<file path="config.mk">
export PLATFORM = sky130hd
export DESIGN_NAME = gdd_queue
export DESIGN_NICKNAME = d
export VERILOG_FILES = /design/src/sv/gdd_pkg.sv /design/src/sv/gdd_queue.sv
export SDC_FILE = /design/constraint.sdc
export NUM_CORES = 1
export LEC_CHECK = 0
export BUFFER_PORTS_ARGS = -buffer_cell sky130_fd_sc_hd__buf_2
export CAP_MARGIN = 5
export CORE_ASPECT_RATIO = 1.2
export CORE_UTILIZATION = 47
export CTS_CLUSTER_SIZE = 30
export DETAILED_ROUTE_END_ITERATION = 8
export GPL_ROUTABILITY_DRIVEN = 0
export PLACE_DENSITY_LB_ADDON = 0.05
export SLEW_MARGIN = 5
export SYNTH_ARGS = -nofsm -noshare
export SYNTH_HDL_FRONTEND = slang
export SYNTH_SLANG_ARGS = --single-unit
export TNS_END_PERCENT = 50
</file>
<file path="constraint.sdc">
create_clock -name clk -period 7.08 [get_ports clk]
set_input_delay 0.354 -clock clk [delete_from_list [all_inputs] [get_ports clk]]
set_output_delay 0.354 -clock clk [all_outputs]
set_load 0.05 [all_outputs]
</file>
<file path="src/sv/gdd_pkg.sv">
// Shared types, constants and helpers of the grid detection decoder.
package gdd_pkg;

	localparam int NUM_CLASSES_DEF = 20;
	localparam int QUEUE_DEPTH_DEF = 2;

	localparam int IN_W = 120;
	localparam int OUT_W = 136;
	localparam int CFG_AW = 5;
	localparam int CFG_DW = 32;
	localparam int PROB_W = 16;

	localparam logic [2:0] REG_GRID_SIDE = 3'd0;
	localparam logic [2:0] REG_BOXES_PER_CELL = 3'd1;
	localparam logic [2:0] REG_SQUARE_SIZE = 3'd2;
	localparam logic [2:0] REG_IMAGE_WIDTH = 3'd3;
	localparam logic [2:0] REG_IMAGE_HEIGHT = 3'd4;
	localparam logic [2:0] REG_SCORE_THRESHOLD = 3'd5;
	localparam logic [2:0] REG_OBJECTNESS_ONLY = 3'd6;

	localparam logic KIND_LOAD = 1'b0;
	localparam logic KIND_BOX = 1'b1;

	localparam int DIV_W = 32;
	localparam int DIV_STEPS = 4;
	localparam int CELL_BITS = 12;

	typedef struct packed {
		logic [5:0] grid_side;
		logic [3:0] boxes_per_cell;
		logic square_size;
		logic [12:0] image_width;
		logic [12:0] image_height;
		logic [15:0] score_threshold;
		logic objectness_only;
	} cfg_t;

	localparam cfg_t CFG_RESET = '{
		grid_side: 6'd7,
		boxes_per_cell: 4'd2,
		square_size: 1'b0,
		image_width: 13'd1,
		image_height: 13'd1,
		score_threshold: 16'd13107,
		objectness_only: 1'b0
	};

	typedef struct packed {
		logic kind;
		logic [5:0] class_number;
		logic [15:0] class_probability;
		logic [12:0] box_slot;
		logic [23:0] center_x;
		logic [23:0] center_y;
		logic [23:0] box_width;
		logic [23:0] box_height;
		logic [15:0] objectness;
	} entry_t;

	typedef struct packed {
		logic [5:0] rem;
		logic [DIV_W-1:0] dvd;
	} div_state_t;

	// restoring division by a 6-bit divisor, DIV_STEPS quotient bits
	function automatic div_state_t div_steps(div_state_t st, logic [5:0] dvs);
		div_state_t r;
		logic [6:0] t;
		r = st;
		for (int i = 0; i < DIV_STEPS; i++) begin
			t = {r.rem, r.dvd[DIV_W-1]};
			r.dvd = {r.dvd[DIV_W-2:0], 1'b0};
			if (t >= {1'b0, dvs}) begin
				t = t - {1'b0, dvs};
				r.dvd[0] = 1'b1;
			end
			r.rem = t[5:0];
		end
		return r;
	endfunction

endpackage

</file>
<file path="src/sv/gdd_queue.sv">
// Short queue between the front end and the score emitter.
module gdd_queue import gdd_pkg::*; #(
	parameter int DEPTH = QUEUE_DEPTH_DEF
) (
	input logic clk,
	input logic arst_n,
	input logic push,
	input entry_t push_data,
	output logic full,
	input logic pop,
	output entry_t pop_data,
	output logic valid
);

	localparam int PW = DEPTH > 1 ? $clog2(DEPTH) : 1;
	localparam int CW = $clog2(DEPTH + 1);

	entry_t mem_q [DEPTH];
	logic [PW-1:0] rd_q;
	logic [PW-1:0] wr_q;
	logic [CW-1:0] cnt_q;

	assign full = (cnt_q == CW'(DEPTH));
	assign valid = (cnt_q != '0);
	assign pop_data = mem_q[rd_q];

	always_ff @(posedge clk or negedge arst_n) begin
		if (!arst_n) begin
			rd_q <= '0;
			wr_q <= '0;
			cnt_q <= '0;
		end else begin
			if (push) begin
				wr_q <= (wr_q == PW'(DEPTH - 1)) ? '0 : wr_q + 1'b1;
			end
			if (pop) begin
				rd_q <= (rd_q == PW'(DEPTH - 1)) ? '0 : rd_q + 1'b1;
			end
			if (push && !pop) begin
				cnt_q <= cnt_q + 1'b1;
			end else if (pop && !push) begin
				cnt_q <= cnt_q - 1'b1;
			end
		end
	end

	always_ff @(posedge clk) begin
		if (push) begin
			mem_q[wr_q] <= push_data;
		end
	end

	a_no_overflow: assert property (@(posedge clk) disable iff (!arst_n)
		push |-> !full)
		else $error("queue overflow");

	a_no_underflow: assert property (@(posedge clk) disable iff (!arst_n)
		pop |-> valid)
		else $error("queue underflow");

endmodule

</file>
# Yosys cells after proc, flatten, opt, wreduce, memory -nomap -nowiden
# Memory sizes are Yosys's and may differ from the RTL's.
# Cells that the tools add are included.
# op_classes
n_addsub	4
n_eq_ne	1
n_mux	6
n_reduce_logical	6
# op_table
cell	n
two-way mux 1 bit	4
two-way mux 2 bit	2
nonzero test 2 bit	2
adder 1 bit (second input constant)	2
adder 2 x 1 -> 2 bit (second input constant)	1
== test 2 bit (second input constant)	1
logical AND 1 bit	2
logical NOT 1 bit	2
subtractor 2 x 1 -> 2 bit (second input constant)	1
# totals
ff_bits	4
ramBits	296
output_inout_bits	150
word_cells	21
mem_count	1
# mem_list
memory	words	word_bits	read_ports	rd_clocked_by_memory_dff	write_ports	line	text
mem_q	2	148	1	0	1	gdd_queue.sv:18	entry_t mem_q [DEPTH];

# Depth between registers and ports, before layout
# Gate-level depths: netlist of run 1.
# logic_depth
depth_word	4
mapped_depth	5
depth_no_buf	5

# Least setup slack after synthesis of run 1
# No wires, ideal clock.
# synth_timing
kind	reg2reg
start	reg wr_q
end	mem mem_q[0][0] (netlist bit) (enable)
setup_ns	0.675
arrival_ns	6.937
t_required_ns	6.405
setup_slack_ns	-0.532
stages_incl_launch_ff	2
n_path_buf	0
period_less_slack_ns	7.612
cell_sequence	dfrtp_1 -> nor2b_1
# synth_lines
element	line	text
from (decl)	gdd_queue.sv:20	logic [PW-1:0] wr_q;
from (signal assigned)	gdd_queue.sv:34	wr_q <= (wr_q == PW'(DEPTH - 1)) ? '0 : wr_q + 1'b1;
to (decl)	gdd_queue.sv:18	
# No word-level cell before the write port.

==> results.cfg, run 1 <==
[timing]
slew_headroom_pct = 20.5
fin_crit_ps = 3550
setup-tns-final_ps = 0
max_freq_mhz = 282
hold_violations = 0
tightest_slew_ps = 1190
slew_viol_final = 0
skew_ps = 18.8
period_share_pct = 50.2
setup_viol = 0
rsz0062_at_grt = false

[critical_path]
cp-end-kind = primary output
r2r_cells = 2
r2r_start = wr_q
required_ps = 6730
crit_path_start_kind = register
cp.arrival_ps = 3200
cp_max_fo = 60
rrSetupSlack_ps = 4380
r2r_end = mem_q[1][95]
worstSetupPathType = reg -> out

[routing]
drc = 0
dr.pass1.iters = 4
wirelength_um = 21900
route.vias.total = 5959
wl_per_cell_um = 17.5
ant_nets = 0
vias_per_cell = 4.76
drtIter0Drc = 279

[die]
core_sq_um = 23400
start_util_pct = 48.4
die_w_um = 144
ioPinCount = 302
fp.dieH_um = 172
die_area_sq_um = 24700
rows = 61

[clocking]
h-tree-depth = 1
cts_setup_buffers = 0
cts_tree = built
worstSkewPairLatency_ps = 540
cts_buffers = 30
cts_buffer_depth = 3
clk_pin_slew_worst_paths_ps = 60
numClockSinks = 300
root_buffer = clkbuf_16

[hold_path]
min_from = push_data[100]
worstHoldEndpoint = mem_q[1][100]
hold_path.class = in -> reg
worstHoldPathCells = 1

[synth]
synth_cells = 477
syn_avg_cell_area_sq_um = 23.7
yosysSeqAreaShare_pct = 79.6
syn_area_sq_um = 11300
syn-num-nets = 630
synth.distinct_cells = 14
synth.ff_latch_count = 300
yosysWarningCount = 0

[power]
intPower_mw = 4.07
vdd_drop_max_mv = 0.281
power.share.clock_pct = 21.4
switchingPower_mw = 2.69
powerDensity_nw_per_um2 = 446
p_leak_nw = 6.03
seq_power_share_pct = 37.3
swShare_pct = 39.8
comb_power_share_pct = 41.3

[grt]
grt_usage_pct = 17.2
antenna_found_initial = 3
grt_pass1_vias = 6073
overflow = 0
grt_pass1_wl_um = 32000
grt_max_degree = 87

[place]
place_area_sq_um = 13100
io_buffers = 301
dp_cells = 1081
dpl.hpwl_um = 13800

[cells_and_area]
stdcell_area_sq_um = 15200
final_cells = 1253
drive_above_1_share_pct = 53.3
syn_to_final_growth_pct = 34.3
nNetsFinal = 1069

[status]
status = finished clean

[flow_run]
drv_cap = 0
[how the worst max path moves through the flow]
| stage | startpoint | endpoint | slack (ps) | cells past startpoint |
|---|---|---|---|---|
| 2_1_floorplan | wr_q | mem_q[0][0] | 2370 | 1 |
| 3_3_place_gp | rd_q | pop_data[137] | 4090 | 3 |
| 3_5_place_dp | rd_q | pop_data[143] | 4050 | 3 |
| 4_1_cts | rd_q | pop_data[143] | 3460 | 3 |
| 5_1_grt | rd_q | pop_data[6] | 3330 | 3 |
| 6_report | rd_q | pop_data[6] | 3530 | 3 |
[per-layer routing]
metal | share of wire [%] | vias up | wire length (um) | track usage, %
li1 | - | 2772 | - | -
met1 | 40 | 2931 | 8670 | 21.0
met2 | 51 | 224 | 11100 | 29.7
met3 | 8.0 | 28 | 1750 | 4.98
met4 | 1.8 | 4 | 388 | 4.81
met5 | 0.10 | - | 23 | 0
[power by group through the flow]
| stage | Clock (mW) | Sequential, mW | Combinational (mW) |
|---|---|---|---|
| floorplan | 0 | 2.50 | 2.36 |
| global placement | 0 | 2.55 | 2.75 |
| detailed placement | 0 | 2.56 | 2.77 |
| CTS | 1.48 | 2.53 | 2.82 |
| global route | 1.55 | 2.56 | 2.92 |
| finish | 1.45 | 2.52 | 2.80 |
[metrics by stage]
stage                     worst slack [ps]  hold WS, ps  power [mW]  utilization (%)
after floorplan                       2370         58.4        4.86                -
after global placement                4090          163        5.30             56.0
after detailed placement              4050          168        5.33             56.0
after CTS                             3460       0.0333        6.83             64.0
after global routing                  3330        0.869        7.03             65.0
final                                 3530         19.4        6.76             65.0
[cell usage in the layout (no fill, tap or decap), types with 2 or more instances in the layout]
| cell | n |
|---|---|
| clkinv_4 | 2 |
| xor2_1 | 4 |
| buf_2 | 301 |
| buf_4 | 5 |
| clkbuf_16 | 31 |
| mux2_2 | 47 |
| clkinv_2 | 4 |
| dlygate4sd3_1 | 118 |
| clkinv_1 | 9 |
| dfrtp_1 | 3 |
| clkinvlp_4 | 3 |
| edfxtp_1 | 296 |
| clkbuf_1 | 3 |
| mux2_4 | 101 |
[cell usage after synthesis]
cell / count / area share [%]
mux2_2: 47 / 4.7
inv_1: 1 / 0.033
buf_6: 14 / 1.4
or2_2: 1 / 0.055
nor2_1: 1 / 0.033
xor2_1: 4 / 0.31
edfxtp_1: 296 / 79
buf_2: 3 / 0.13
dfrtp_1: 4 / 0.89
mux2_4: 101 / 13
xnor2_1: 1 / 0.078
ha_1: 1 / 0.11
nor2b_1: 2 / 0.11
and2_1: 1 / 0.055
[state kept, by name, indices dropped and copies added, names as in the netlist]
register	flops
cnt_q	2
mem_q	296
rd_q	1
wr_q	1
[repair_timing]
item	CTS	global route
resized for setup	0	0
endpoints found under the hold margin	191	41
hold buffers	97	21
[layout make-up]
type	count	area, sq um
Sequential cell	300	8990
Clock inverter	19	124
Clock buffer	34	787
Multi-Input combinational cell	159	2140
Fill cell	1738	8190
Timing Repair Buffer	424	2730
Tap cell	315	394
Inverter	1	3.75
Antenna cell	1	2.50
[worst max-delay path, stage by stage, from the launching register on]
cell	delay, ps
dfrtp_4	1060
buf_4	900
mux2_2	430
buf_2	210
[cells by family after synthesis]
kind of cell,synth area share (%)
and+or+nand+nor,0.255
muxes,18.1
adders and majority gates,0.111
xor gates and xnor gates,0.388
buffers and inverters,1.56
DFF,79.6
Note: power is estimated with default switching activity, not from simulation.
==> run 2, diff against run 1 <==
==> constraint.sdc (replaced) <==
create_clock -name clk -period 3.12 [get_ports clk]
set_input_delay 0.156 -clock clk [delete_from_list [all_inputs] [get_ports clk]]
set_output_delay 0.156 -clock clk [all_outputs]
set_load 0.05 [all_outputs]
==> run 2 against run 1 <==
Net effect:
- largest power group unchanged
- cell count increased by 2.7%
- register-to-register slack got worse by 2800 ps
- clock skew fell by 5.4 ps
- global-route usage grew 0.91 points
- die area did not move
- count of clock-buffer cells in the layout rose by 5
- sequential share of layout area shrank 1.8 points
- core utilization up 2.0 points
- highest routed layer is now met4
- wire length is 3.5% higher
- worst hold slack better by 330 ps
- design area rose by 3.1%
==> results.cfg, run 2 (synthesis results as in run 1) <==
[status]
status = finished clean

[critical_path]
r2r_start = wr_q
cp_max_fo = 40
required_ps = 2960
worstSetupPathType = reg -> out
crit_end = pop_data[135]
rrSetupSlack_ps = 1630
startpoint = rd_q
r2r_cells = 2
crit_path_start_kind = register
r2r_end = mem_q[0][65]
cp.arrival_ps = 2350
cp-end-kind = primary output

[routing]
wirelength_um = 22700
dr.pass1.iters = 4
vias_per_cell = 4.70
drtIter0Drc = 238
ant_nets = 0
wl_per_cell_um = 17.6
drc = 0
route.vias.total = 6053

[cells_and_area]
largest_reg_flops = 296
reg_top3 = mem_q x296, cnt_q x2
syn_to_final_growth_pct = 38.5
registers.top_by_ff_count = mem_q
drive_above_1_share_pct = 51.6
final_cells = 1287
layout_common_cells = buf_2 (301), edfxtp_1 (296), dlygate4sd3_1 (152)
layout_commonest_cell = buf_2
nNetsFinal = 1106
stdcell_area_sq_um = 15600
n_antenna_cell = 0

[power]
vdd_drop_max_mv = 0.706
p_total_mw = 15.6
p_leak_nw = 6.23
powerDensity_nw_per_um2 = 996

[die]
die_w_um = 144
die_area_sq_um = 24700
core_sq_um = 23400
fp.dieH_um = 172
ioPinCount = 302
start_util_pct = 48.4
rows = 61

[timing]
period_share_pct = 80.4
hold_violations = 0
max_freq_mhz = 398
fin_crit_ps = 2510
skew_ps = 13.4
tightest_slew_ps = 690
setup-tns-final_ps = 0
slew_headroom_pct = 54.0
rsz0062_at_grt = false
slew_viol_final = 0
hold_ws_ps = 352
setup_viol = 0

[clocking]
root_buffer = clkbuf_16
cts_hold_buf = 152
cts_tree = built
cts_setup_buffers = 0
clk_pin_slew_worst_paths_ps = 60
worstSkewPairLatency_ps = 530
cts_buffers = 29
numClockSinks = 300
cts_buffer_depth = 3
cts_resized = 0
h-tree-depth = 1

[place]
place_area_sq_um = 13200
dpl.hpwl_um = 14300
io_buffers = 301
dp_cells = 1085

[grt]
antenna_found_initial = 0
grt_pass1_wl_um = 33900
grt_max_degree = 85
overflow = 0
grt_usage_pct = 18.1
grt_pass1_vias = 6499

[hold_path]
worstHoldPathCells = 2
hold_path.class = in -> reg

[flow_run]
drv_cap = 0
-- run 2: cell types whose count changed in the layout (fill, tap and decap cells not counted), sizes merged --
| cell | before | now |
|---|---|---|
| dlygate4sd3 | 118 | 152 |
| clkbuf | 34 | 39 |
| diode | 1 | 0 |
| clkinv | 15 | 7 |
| clkinvlp | 3 | 1 |
| bufinv | 1 | 3 |
| buf | 306 | 310 |
-- run 2: where the power goes --
| part | internal [mW] | switching, mW | leakage, nW |
|---|---|---|---|
| Combinational | 2.13 | 4.43 | 2.96 |
| Sequential | 5.35 | 0.322 | 2.82 |
| Clock | 2.00 | 1.37 | 0.447 |
| Total | 9.47 | 6.12 | 6.23 |
-- run 2: through the flow --
stage	setup slack, ps	util [%]
after detailed placement	1140	56.5
after global placement	1170	56.5
after CTS	579	67.0
after floorplan	-1210	-
final	610	67.0
after global routing	494	67.0
-- run 2: worst min-delay path by stage --
stage | from | end
after floorplan | arst_n | cnt_q[0]
after global placement | arst_n | cnt_q[1]
after detailed placement | arst_n | cnt_q[1]
after CTS | push_data[144] | mem_q[1][144]
after global routing | push_data[5] | mem_q[1][5]
final | push_data[146] | mem_q[1][146]
-- run 2: layout make-up --
class / count / area [sq um]
Inverter: 1 / 3.75
Fill cell: 1611 / 7710
Multi-Input combinational cell: 159 / 2140
Clock inverter: 11 / 134
Clock buffer: 39 / 783
Sequential cell: 300 / 8990
Tap cell: 315 / 394
Timing Repair Buffer: 462 / 3200
-- run 2: routing by layer --
| layer | track usage (%) | routed length (um) |
|---|---|---|
| met5 | 0 | 0 |
| met4 | 6.06 | 610 |
| met3 | 4.48 | 1720 |
| met2 | 31.7 | 11400 |
| met1 | 21.8 | 8940 |
-- run 2: worst max-delay path, stage by stage (launching register included) --
cell and delay [ps]:
dfrtp_4 870, buf_12 330, mux2_2 380, buf_2 210
