File: config.mk
export PLATFORM = sky130hd
export DESIGN_NAME = gdd_back
export DESIGN_NICKNAME = d
export VERILOG_FILES = /design/src/sv/gdd_pkg.sv /design/src/sv/gdd_ram.sv /design/src/sv/gdd_back.sv
export SDC_FILE = /design/constraint.sdc
export NUM_CORES = 1
export LEC_CHECK = 0
export BUFFER_PORTS_ARGS = -buffer_cell sky130_fd_sc_hd__buf_2
export CAP_MARGIN = 40
export CORE_MARGIN = 10
export CORE_UTILIZATION = 40
export DETAILED_ROUTE_END_ITERATION = 16
export PLACE_DENSITY_LB_ADDON = 0.2
export SETUP_SLACK_MARGIN = 0.02
export SLEW_MARGIN = 20
export SYNTH_ARGS = -nofsm -noshare
export SYNTH_HDL_FRONTEND = slang
export SYNTH_SLANG_ARGS = --single-unit
File: constraint.sdc
create_clock -name clk -period 21.1 [get_ports clk]
set_input_delay 4.22 -clock clk [delete_from_list [all_inputs] [get_ports clk]]
set_output_delay 4.22 -clock clk [all_outputs]
set_load 0.01 [all_outputs]
File: src/sv/gdd_pkg.sv
// Shared types, constants and helpers of the grid detection decoder.
package gdd_pkg;

	localparam int NUM_CLASSES_DEF = 20;
	localparam int QUEUE_DEPTH_DEF = 2;

	localparam int IN_W = 120;
	localparam int OUT_W = 136;
	localparam int CFG_AW = 5;
	localparam int CFG_DW = 32;
	localparam int PROB_W = 16;

	localparam logic [2:0] REG_GRID_SIDE = 3'd0;
	localparam logic [2:0] REG_BOXES_PER_CELL = 3'd1;
	localparam logic [2:0] REG_SQUARE_SIZE = 3'd2;
	localparam logic [2:0] REG_IMAGE_WIDTH = 3'd3;
	localparam logic [2:0] REG_IMAGE_HEIGHT = 3'd4;
	localparam logic [2:0] REG_SCORE_THRESHOLD = 3'd5;
	localparam logic [2:0] REG_OBJECTNESS_ONLY = 3'd6;

	localparam logic KIND_LOAD = 1'b0;
	localparam logic KIND_BOX = 1'b1;

	localparam int DIV_W = 32;
	localparam int DIV_STEPS = 4;
	localparam int CELL_BITS = 12;

	typedef struct packed {
		logic [5:0] grid_side;
		logic [3:0] boxes_per_cell;
		logic square_size;
		logic [12:0] image_width;
		logic [12:0] image_height;
		logic [15:0] score_threshold;
		logic objectness_only;
	} cfg_t;

	localparam cfg_t CFG_RESET = '{
		grid_side: 6'd7,
		boxes_per_cell: 4'd2,
		square_size: 1'b0,
		image_width: 13'd1,
		image_height: 13'd1,
		score_threshold: 16'd13107,
		objectness_only: 1'b0
	};

	typedef struct packed {
		logic kind;
		logic [5:0] class_number;
		logic [15:0] class_probability;
		logic [12:0] box_slot;
		logic [23:0] center_x;
		logic [23:0] center_y;
		logic [23:0] box_width;
		logic [23:0] box_height;
		logic [15:0] objectness;
	} entry_t;

	typedef struct packed {
		logic [5:0] rem;
		logic [DIV_W-1:0] dvd;
	} div_state_t;

	// restoring division by a 6-bit divisor, DIV_STEPS quotient bits
	function automatic div_state_t div_steps(div_state_t st, logic [5:0] dvs);
		div_state_t r;
		logic [6:0] t;
		r = st;
		for (int i = 0; i < DIV_STEPS; i++) begin
			t = {r.rem, r.dvd[DIV_W-1]};
			r.dvd = {r.dvd[DIV_W-2:0], 1'b0};
			if (t >= {1'b0, dvs}) begin
				t = t - {1'b0, dvs};
				r.dvd[0] = 1'b1;
			end
			r.rem = t[5:0];
		end
		return r;
	endfunction

endpackage

File: src/sv/gdd_ram.sv
// Generic single-write, single-read RAM with registered read data.
module gdd_ram import gdd_pkg::*; #(
	parameter int WIDTH = PROB_W,
	parameter int DEPTH = NUM_CLASSES_DEF
) (
	input logic clk,
	input logic we,
	input logic [(DEPTH > 1 ? $clog2(DEPTH) : 1)-1:0] waddr,
	input logic [WIDTH-1:0] wdata,
	input logic re,
	input logic [(DEPTH > 1 ? $clog2(DEPTH) : 1)-1:0] raddr,
	output logic [WIDTH-1:0] rdata
);

	logic [WIDTH-1:0] mem_q [DEPTH];

	always_ff @(posedge clk) begin
		if (we) begin
			mem_q[waddr] <= wdata;
		end
		if (re) begin
			rdata <= mem_q[raddr];
		end
	end

endmodule

File: src/sv/gdd_back.sv
// Back end: class store and per-class score emission with the output register.
module gdd_back import gdd_pkg::*; #(
	parameter int NUM_CLASSES = NUM_CLASSES_DEF
) (
	input logic clk,
	input logic arst_n,
	input cfg_t cfg,
	input logic q_valid,
	input entry_t q_data,
	output logic q_pop,
	output logic m_tvalid,
	input logic m_tready,
	// box_slot, center_x, center_y, box_width, box_height, class_id, score, zero pad
	output logic [OUT_W-1:0] m_tdata,
	output logic m_tlast
);

	localparam int CW = NUM_CLASSES > 1 ? $clog2(NUM_CLASSES) : 1;
	localparam logic [CW-1:0] LAST_K = CW'(NUM_CLASSES - 1);

	logic busy_q;
	logic [CW-1:0] k_q;
	entry_t box_q;
	logic valid_s1;
	logic [CW-1:0] k_s1;
	logic out_valid_q;
	logic [OUT_W-1:0] out_data_q;
	logic out_last_q;

	logic out_free;
	logic s1_adv;
	logic issue;
	logic we;
	logic [PROB_W-1:0] rdata;
	logic [31:0] prod;
	logic [15:0] score;

	assign out_free = !out_valid_q || m_tready;
	assign s1_adv = valid_s1 && out_free;
	assign issue = busy_q && (!valid_s1 || s1_adv);
	assign q_pop = q_valid && !busy_q && !valid_s1;
	assign we = q_pop && q_data.kind == KIND_LOAD &&
		({1'b0, q_data.class_number} < 7'(NUM_CLASSES));

	gdd_ram #(
		.WIDTH(PROB_W),
		.DEPTH(NUM_CLASSES)
	) u_store (
		.clk(clk),
		.we(we),
		.waddr(q_data.class_number[CW-1:0]),
		.wdata(q_data.class_probability),
		.re(issue),
		.raddr(k_q),
		.rdata(rdata)
	);

	assign prod = 32'(box_q.objectness) * 32'(rdata);

	always_comb begin
		score = prod[31:16];
		if (score <= cfg.score_threshold) begin
			score = '0;
		end
		if (k_s1 == '0 && cfg.objectness_only) begin
			score = box_q.objectness;
		end
	end

	always_ff @(posedge clk or negedge arst_n) begin
		if (!arst_n) begin
			busy_q <= 1'b0;
			k_q <= '0;
			valid_s1 <= 1'b0;
			out_valid_q <= 1'b0;
		end else begin
			if (q_pop && q_data.kind == KIND_BOX) begin
				busy_q <= 1'b1;
				k_q <= '0;
			end else if (issue) begin
				if (k_q == LAST_K) begin
					busy_q <= 1'b0;
				end else begin
					k_q <= k_q + 1'b1;
				end
			end
			if (issue) begin
				valid_s1 <= 1'b1;
			end else if (s1_adv) begin
				valid_s1 <= 1'b0;
			end
			if (s1_adv) begin
				out_valid_q <= 1'b1;
			end else if (m_tready) begin
				out_valid_q <= 1'b0;
			end
		end
	end

	always_ff @(posedge clk) begin
		if (q_pop && q_data.kind == KIND_BOX) begin
			box_q <= q_data;
		end
		if (issue) begin
			k_s1 <= k_q;
		end
		if (s1_adv) begin
			out_data_q <= {5'd0, score, 6'(k_s1), box_q.box_height, box_q.box_width,
				box_q.center_y, box_q.center_x, box_q.box_slot};
			out_last_q <= (k_s1 == LAST_K);
		end
	end

	assign m_tvalid = out_valid_q;
	assign m_tdata = out_data_q;
	assign m_tlast = out_last_q;

	a_last_read_ends_box: assert property (@(posedge clk) disable iff (!arst_n)
		issue && k_q == LAST_K |=> !busy_q)
		else $error("box still busy after its last class read");

	a_s1_holds: assert property (@(posedge clk) disable iff (!arst_n)
		valid_s1 && !out_free |=> valid_s1 && $stable(k_s1))
		else $error("read stage moved while the output was blocked");

endmodule

* Yosys cells after proc, flatten, opt, wreduce, memory -nomap -nowiden
Memories as Yosys holds them, arrays and structs flattened. A register that Yosys moved wholly into a read port is not among the register bits.
Cells that the tools add are included.
** Storage, ports and cells
- RAM bits :: 320
- Word-level logic and storage cells :: 56
- Register bits :: 269
- Memories kept :: 1
** Memories
- u_store.mem_q :: words 20, bits a word 16, rd ports 1, clocked after memory_dff 1, wr ports 1, RTL line gdd_ram.sv:15 : logic [WIDTH-1:0] mem_q [DEPTH];
** Operators by class
- Order comparisons :: 2
- Mux-type cells :: 14
- Add/subtract/negate cells :: 1
- Bitwise gates (word level) :: 1
- Equality and inequality tests :: 3
- Reduce and logical (&&, ||, !) cells :: 20
- Multipliers :: 1
** Operator list (count)
- multiplier 16 x 16 -> 32 bit :: 1
- 2-to-1 mux 16 bit :: 2
- <= comparator 16 bit :: 1
- 2-to-1 mux 5 bit :: 3
- equality test 5 bit (second input constant) :: 2
- 2-to-1 mux 1 bit :: 9
- logical AND 1 bit :: 8
- nonzero test 2 bit :: 4
- < comparator 6 x 5 -> 1 bit (second input constant) :: 1
- adder 5 x 1 -> 5 bit (second input constant) :: 1
- logical NOT 5 bit :: 1
- AND reduction 2 bit :: 2
- logical NOT 1 bit :: 3
- logical OR 1 bit :: 2
- != test 2 bit (second input constant) :: 1
- NOT 1 bit :: 1

* Depth between registers and ports, before layout
Gate-level depths: netlist of run 1.
- Word-level depth :: 7
- Mapped depth :: 32
- Mapped depth without buffers :: 30

* Hierarchy
A second synthesis of run 1 with hierarchy kept.
** Second synthesis, totals
- Cells, all modules :: 2051
- Area, all modules :: 30267.8 um^2
** By module, submodules not included
- gdd_back :: times used 1, area each 17326.6 um^2, cells each 1369
- gdd_ram :: times used 1, area each 12941.2 um^2, cells each 682

* Least setup slack after synthesis of run 1
Ideal clock, no wire load.
- Path type :: input to register
- Start point :: in q_valid
- End point :: reg box_q[0] (netlist name), enable pin
- Path buffers :: 1
- Library setup time :: 0.536 ns
- Cell stages on the path :: 3
- Setup slack :: 12.155 ns
- Arrival time :: 8.408 ns
- Cell sequence :: nor3b_1 and2_1 clkbuf_1
** On the way
- Word-level cells in the longest chain between the ends :: 3
** Ends and longest elaborated chain
- from (decl) :: RTL line gdd_back.sv:8 : input logic q_valid,
- logical AND 1 bit (2 in series) :: RTL line gdd_back.sv:41 : assign q_pop = q_valid && !busy_q && !valid_s1;
- logical AND 1 bit :: RTL line gdd_back.sv:101 : if (q_pop && q_data.kind == KIND_BOX) begin
- to (signal assigned) :: RTL line gdd_back.sv:102 : box_q <= q_data;
- to (decl) :: RTL line gdd_back.sv:23 : entry_t box_q;
No other way between the ends.
A chain may end at the register's enable or synchronous reset.

* Final worst setup path of run 1
- Start point :: in q_valid
- End point :: out q_pop
** On the way
- Word-level cells in the longest chain between the ends :: 2
** Ends and longest elaborated chain
- logical AND 1 bit (2 in series) :: RTL line gdd_back.sv:41
- to (decl) :: RTL line gdd_back.sv:10 : output logic q_pop,
No other way between the ends.

==> impl_results.md, run 1 <==
* Status: completed
* Placer Congestion at 0.811
* Min-Delay Path Class: flip-flop to flip-flop
* Largest net degree at the start of global routing at 59
* Slew Limit Fails at 0
* Total track usage at 16.4%
* I/O pin count at approximately 350
* Cells after synthesis at 1,785
* Vias/cell at 4.98
* Core Box Area at 73,100 sq um
* Yosys top cell by area: edfxtp_1
* CP Launch Type: primary input
* H-tree depth at 3
* Clock Latency Late Sink at 0.61 ns
* Die width at 292 um
* CTS Root Cell: clkbuf_16
* Pre-antenna DRT Iters at 5
* Synth warnings at 0
* Crit end category: primary output
* Ratio of cells with drive above 1 in the final layout at approximately a quarter
* Setup ws final at about 12 ns
* Final worst-path cycle share at 44.3%
* Clock Path Buffers at 3
* Final Instance Area at 34,500 sq um
* Worst Path Class, Setup: primary input to primary output
* Post-synth EDFFs at 597
* CP arrival at just over 5 ns
* Fillers at about 6.3k
* Initial antenna violation count at 6
* Die area at ~85,000 sq um
* Fin. Hold Viols at 0
* Total setup buffers inserted after CTS at 0
* Syn Area/Cell at between 15 and 20 sq um
* DRT antenna net count at 0
* Initial DRC count at between 900 and 1k
* Final setup viols at 0
* Vias at about 16k
* FF+latch count, synth at roughly 610
* Drt wl/cell at 22.1 um
* Nets at roughly 2.7k
* Layout area overhead at 17.1%
* Detailed Place HPWL at 48.6 mm
* Post-Synthesis Cell Area at slightly below 30,000 sq um
* # resized after CTS at 0
* Vias in the first global route at roughly 17k
* Die Y at just under 300 um
* FP Rows at 99
* Relative slew slack at between 40% and 50%
* Setup tns final at 0 ns
* Yosys top cell area share at ~61%
* Global-route wire length before repair at between 100 and 150 mm
* Seq/Total Area, Yosys at between 60% and 70%
* Total of max-cap violations at 0
* Unrepaired setup endpoints after global routing: no
* Worst-path fanout max at 4
* Clock sinks at 605
* Port bufs at between 300 and 400
* Post-layout min period at just over 9 ns
* Pre-CTS setup slack at around 12 ns
* GR Overflow Total at 0
* Count of cell types in the netlist at between 50 and 60
* Num CTS Buffers at 66
* Cts hold-fix bufs at 0
* Most used flip-flop cell after synthesis: edfxtp_1
* Routed WL at 69.7 mm
* Worst EP required at about 17 ns
* CTS tree: yes
* Reg clk slew, reported paths at 0.06 ns
* Drt drc at 0
* Max Fclk at approximately 110 MHz
* Ys async rst share at around 1.3%
* Starting Density at about two fifths
* Synth area leaders: edfxtp_1, fa_1, mux4_2, ha_1, inv_1
* Post-DP Area at between 30,000 and 40,000 sq um
* Clock skew at between 0.04 and 0.05 ns
* Slew @ Worst Pin at approximately 0.89 ns
## layout by cell type (no fill, tap or decap), types with 6 or more instances in the layout
master	netlist	routed
buf_4	13	36
nand3_1	8	8
fa_1	193	193
xor2_1	8	8
nor2_1	37	37
nor3_2	2	7
xnor2_1	13	13
mux4_2	96	96
clkinv_2	0	12
inv_1	229	229
and2_1	118	116
a21o_1	12	12
buf_2	4	301
clkbuf_16	0	66
a21oi_1	21	21
conb_1	1	6
buf_16	0	6
clkinv_1	0	14
clkbuf_1	44	18
dfrtp_1	8	6
ha_1	118	118
nand4_1	9	9
nand2_1	157	157
a22o_1	16	16
mux2_2	16	16
edfxtp_1	597	597
o21ai_0	7	7
## critical path: stages
cell and delay (ns):
buf_2 0.08, nor3b_1 0.57, buf_2 0.25
## per-layer routing
layer | track usage (%) | part of all wire (%)
met5 | 0 | 0.037
met4 | 5.28 | 2.6
met3 | 2.50 | 3.7
met2 | 30.4 | 55
met1 | 19.3 | 39
## path summary, 6_finish.rpt
kind	start	to	slack (ns)	depth (start not counted)
min reg2reg	box_q[48]	m_tdata[69]	0.41	0
min	box_q[48]	m_tdata[69]	0.41	0
max in group asynchronous	arst_n	k_q[0]	17.43	1
max	q_valid	q_pop	11.75	3
max reg2reg	box_q[10]	m_tdata[121]	12.78	26
min in group asynchronous	arst_n	m_tvalid	3.45	1
## cell usage after synthesis (4+ instances only)
library cell	instances
mux4_2	96
clkbuf_1	44
a21o_1	12
nand2_1	157
xnor2_1	13
mux2_2	16
and2_1	118
inv_1	229
nand4_1	9
buf_4	13
nand3_1	8
fa_1	193
nor3_1	7
edfxtp_1	597
o21ai_0	7
ha_1	118
dfrtp_1	8
nor2_1	37
buf_1	7
a21oi_1	21
xor2_1	8
a22o_1	16
buf_2	4
nand2b_1	5
## sequential cells by signal (all words and copies together) (netlist names), 5 cells and up
name	count
u_store.mem_q	320
m_tdata	130
box_q	125
u_store.rdata	16
k_q	5
k_s1	5
## stage by stage
stage	util (%)	hold WS, ns	instances
floorplan	-	0.400	1790
global placement	44.1	0.400	3013
detailed placement	44.4	0.405	3025
CTS	47.2	0.407	3146
global route	47.3	0.418	3150
finish	47.3	0.409	3151
## cell families after synthesis
logic type                 share of synthesized area, %
AOI/OAI and AO/OA                                  1.97
other                                            0.0127
muxes                                              7.94
DFF                                                61.4
and+or+nand+nor                                    5.92
xor gates and xnor gates                          0.678
buffers and inverters                              3.96
adders and majority gates                          18.1
## final cells by class
class	instances	area [sq um]	area share, %
Multi-Input combinational cell	888	10300	29.7
Antenna cell	4	10.0	0.0290
Inverter	229	860	2.49
Sequential cell	605	18100	52.5
Clock buffer	84	1720	4.98
Clock inverter	37	375	1.09
Timing Repair Buffer	345	1980	5.72
Tap cell	959	1200	3.47
Power of run 1 is left out: the tool's default activity adds up to more than one toggle a clock period on the data nets, which glitch-free logic cannot reach.
==> inputs of run 2 (changes only) <==
==> constraint.sdc (replaced) <==
create_clock -name clk -period 8.3 [get_ports clk]
set_input_delay 1.66 -clock clk [delete_from_list [all_inputs] [get_ports clk]]
set_output_delay 1.66 -clock clk [all_outputs]
set_load 0.01 [all_outputs]
==> run 2 against run 1 <==
Via count decreased by 0.16%. Setup slack got worse by 11 ns. Wire length about the same. Utilization increased by 0.37 points. Die area unchanged. Worst hold slack improved by 0.0022 ns. Register-to-register slack got worse by 12 ns. Clock-buffer cell count decreased by 9. Critical path depth increased by 27. Critical path type is now flip-flop to flip-flop. Cell count increased by 1.5%. Final area increased by 0.78%.
==> impl_results.md, run 2 (same netlist as run 1, synthesis figures left out) <==
* Port bufs at 301 (unchanged)
* Min-Delay Path Class: flip-flop to flip-flop (unchanged)
* Starting Density at 40.4% (unchanged)
* Layout area overhead at 18.0% (was 17.1%)
* Reg clk slew, reported paths at 0.06 ns (about the same)
* Post-layout min period at a little under 8 ns
* H-tree depth at 2 (was 3)
* Crit path largest cell delay at 0.55 ns (was 0.57 ns)
* DRT antenna net count at 0 (unchanged)
* Crit end category: flip-flop (was primary output)
* Drt drc at 0 (unchanged)
* # resized after CTS at 0 (unchanged)
* Non-Filler Instances at 3,199 (was 3,151)
* Fin Hold WS at 0.411 ns (was 0.409 ns)
* FF-to-FF setup slack at 0.38 ns (was 12.78 ns)
* Vias in the first global route at 16.9k (was 17.3k)
* Clock Latency Late Sink at 0.66 ns (was 0.61 ns)
* Most used cell, CP: fa_1 (was buf_2)
* Reg2Reg Launch Point: box_q[5] (was box_q[10])
* Setup tns final at 0 ns (unchanged)
* Critical path depth at 30 (was 3)
* I/O pin count at 345 (unchanged)
* CTS tree: yes (unchanged)
* Vias at 15.7k (about the same)
* Global-route wire length before repair at 106 mm (about the same)
* CP arrival at 8.28 ns (was 5.13 ns)
* CTS Root Cell: clkbuf_16 (unchanged)
* Fin. Hold Viols at 0 (unchanged)
* CP Launch Type: flip-flop (was primary input)
* RR Endpoint: m_tdata[116] (was m_tdata[121])
* Die area at 85,000 sq um (unchanged)
* Worst path slowest cell: edfxtp_1 (was nor3b_1)
* Routed WL at 69.7 mm (about the same)
* Clock sinks at 605 (unchanged)
* FP Rows at 99 (unchanged)
* Ratio of cells with drive above 1 in the final layout at 27.7% (was 26.0%)
* Commonest cells after routing, fill and taps aside: edfxtp_1, buf_2, inv_1 (unchanged)
* Pre-antenna DRT Iters at 5 (unchanged)
* Slew @ Worst Pin at 0.782 ns (was 0.893 ns)
* Relative slew slack at 47.7% (was 40.4%)
* Final setup viols at 0 (unchanged)
* Max Fclk at between 100 and 150 MHz
* Nets at 2,703 (was 2,652)
* Initial antenna violation count at 7 (was 6)
* Drt wl/cell at 21.8 um (was 22.1 um)
* Clock skew at 0.0547 ns (was 0.0434 ns)
* WP buf/inv at 6 (was 2)
* Unrepaired setup endpoints after global routing: no (unchanged)
* Largest net degree at the start of global routing at 63 (was 59)
* Commonest non-fill, non-tap cell in the layout: edfxtp_1 (unchanged)
* Max reg flops at 320 (unchanged)
* Post-Place Cells at 3,058 (was 3,025)
* Slew Limit Fails at 0 (unchanged)
* Final worst-path cycle share at 95.4%
* Clock Path Buffers at 3 (unchanged)
* Initial DRC count at 924 (was 911)
* Biggest register: u_store.mem_q (unchanged)
* Worst EP required at 8.66 ns (was 16.88 ns)
* Worst-path fanout max at 16 (was 4)
* Die width at 292 um (unchanged)
* Core Box Area at 73,100 sq um (unchanged)
* Total of max-cap violations at 0 (unchanged)
* Num CTS Buffers at 61 (was 66)
* Storage cell area at 18,100 sq um (unchanged)
* Die Y at 292 um (unchanged)
* Vias/cell at 4.90 (was 4.98)
* Delay-heaviest family, CP: adder cells (was simple AND/OR/NAND/NOR gates)
* Fillers at 6,417 (was 6,347)
* Total track usage at 16.3% (was 16.4%)
* Detailed Place HPWL at 50.9 mm (was 48.6 mm)
* Placer Congestion at 0.814 (was 0.811)
* Critical Path Sink: m_tdata[116] (was q_pop)
* Cts hold-fix bufs at 0 (unchanged)
* Status: completed (unchanged)
* Multi-input gate area in the final layout at 10,300 sq um (unchanged)
* Worst Setup SP: box_q[5] (was q_valid)
* GR Overflow Total at 0 (unchanged)
* R2R cell count at 30 (was 26)
* Worst Path Class, Setup: flip-flop to flip-flop (was primary input to primary output)
## run 2: changes by cell type in the layout (fill, tap and decap cells not counted), moves of 2 or more
cell | previous run | this run
clkinv_1 | 14 | 16
clkbuf_1 | 18 | 14
clkinvlp_4 | 1 | 5
bufinv_16 | 2 | 5
clkbuf_16 | 66 | 61
buf_4 | 36 | 94
clkinv_2 | 12 | 7
clkinv_16 | 5 | 3
buf_12 | 1 | 3
buf_16 | 6 | 3
diode_2 | 4 | 2
## run 2: metrics by stage
step           cell area (sq um)  utilization, %  setup slack (ns)
3_3_place_gp               32500            44.5             0.384
5_1_grt                    34800            47.6            0.0253
4_1_cts                    34600            47.3             0.243
2_1_floorplan              29500               -              1.03
6_report                   34800            47.6             0.378
3_5_place_dp               32600            44.6             0.283
## run 2: per-layer routing
metal  vias to the layer above  global-route usage [%]  part of all wire [%]
li1                       7132                       -                     -
met1                      8200                    19.6                    40
met2                       245                    30.4                    55
met3                        97                    2.20                   3.3
met4                         8                    4.40                   2.1
met5                         -                       0                 0.069
## run 2: worst min path at each step
stage,startpoint,to,slack [ns],cells after the start
after CTS,box_q[75],m_tdata[48],0.41,0
after global routing,box_q[38],m_tdata[107],0.42,0
final,box_q[38],m_tdata[107],0.41,0
after global placement,box_q[24],m_tdata[93],0.40,0
after floorplan,box_q[112],m_tdata[0],0.40,0
after detailed placement,box_q[118],m_tdata[6],0.40,0
## run 2: cell type report
| cell class | instances | share of cell area [%] |
|---|---|---|
| Multi-Input combinational cell | 888 | 29.5 |
| Inverter | 229 | 2.47 |
| Clock buffer | 75 | 4.54 |
| Tap cell | 959 | 3.45 |
| Timing Repair Buffer | 401 | 6.76 |
| Antenna cell | 2 | 0.0144 |
| Clock inverter | 40 | 1.18 |
| Sequential cell | 605 | 52.1 |
## run 2: what timing repair did
action,4_1_cts,5_1_grt
hold endpoints to repair,0,0
endpoints found under the setup margin,0,16
buffers inserted,0,21
Power of run 2 is left out for the same reason.
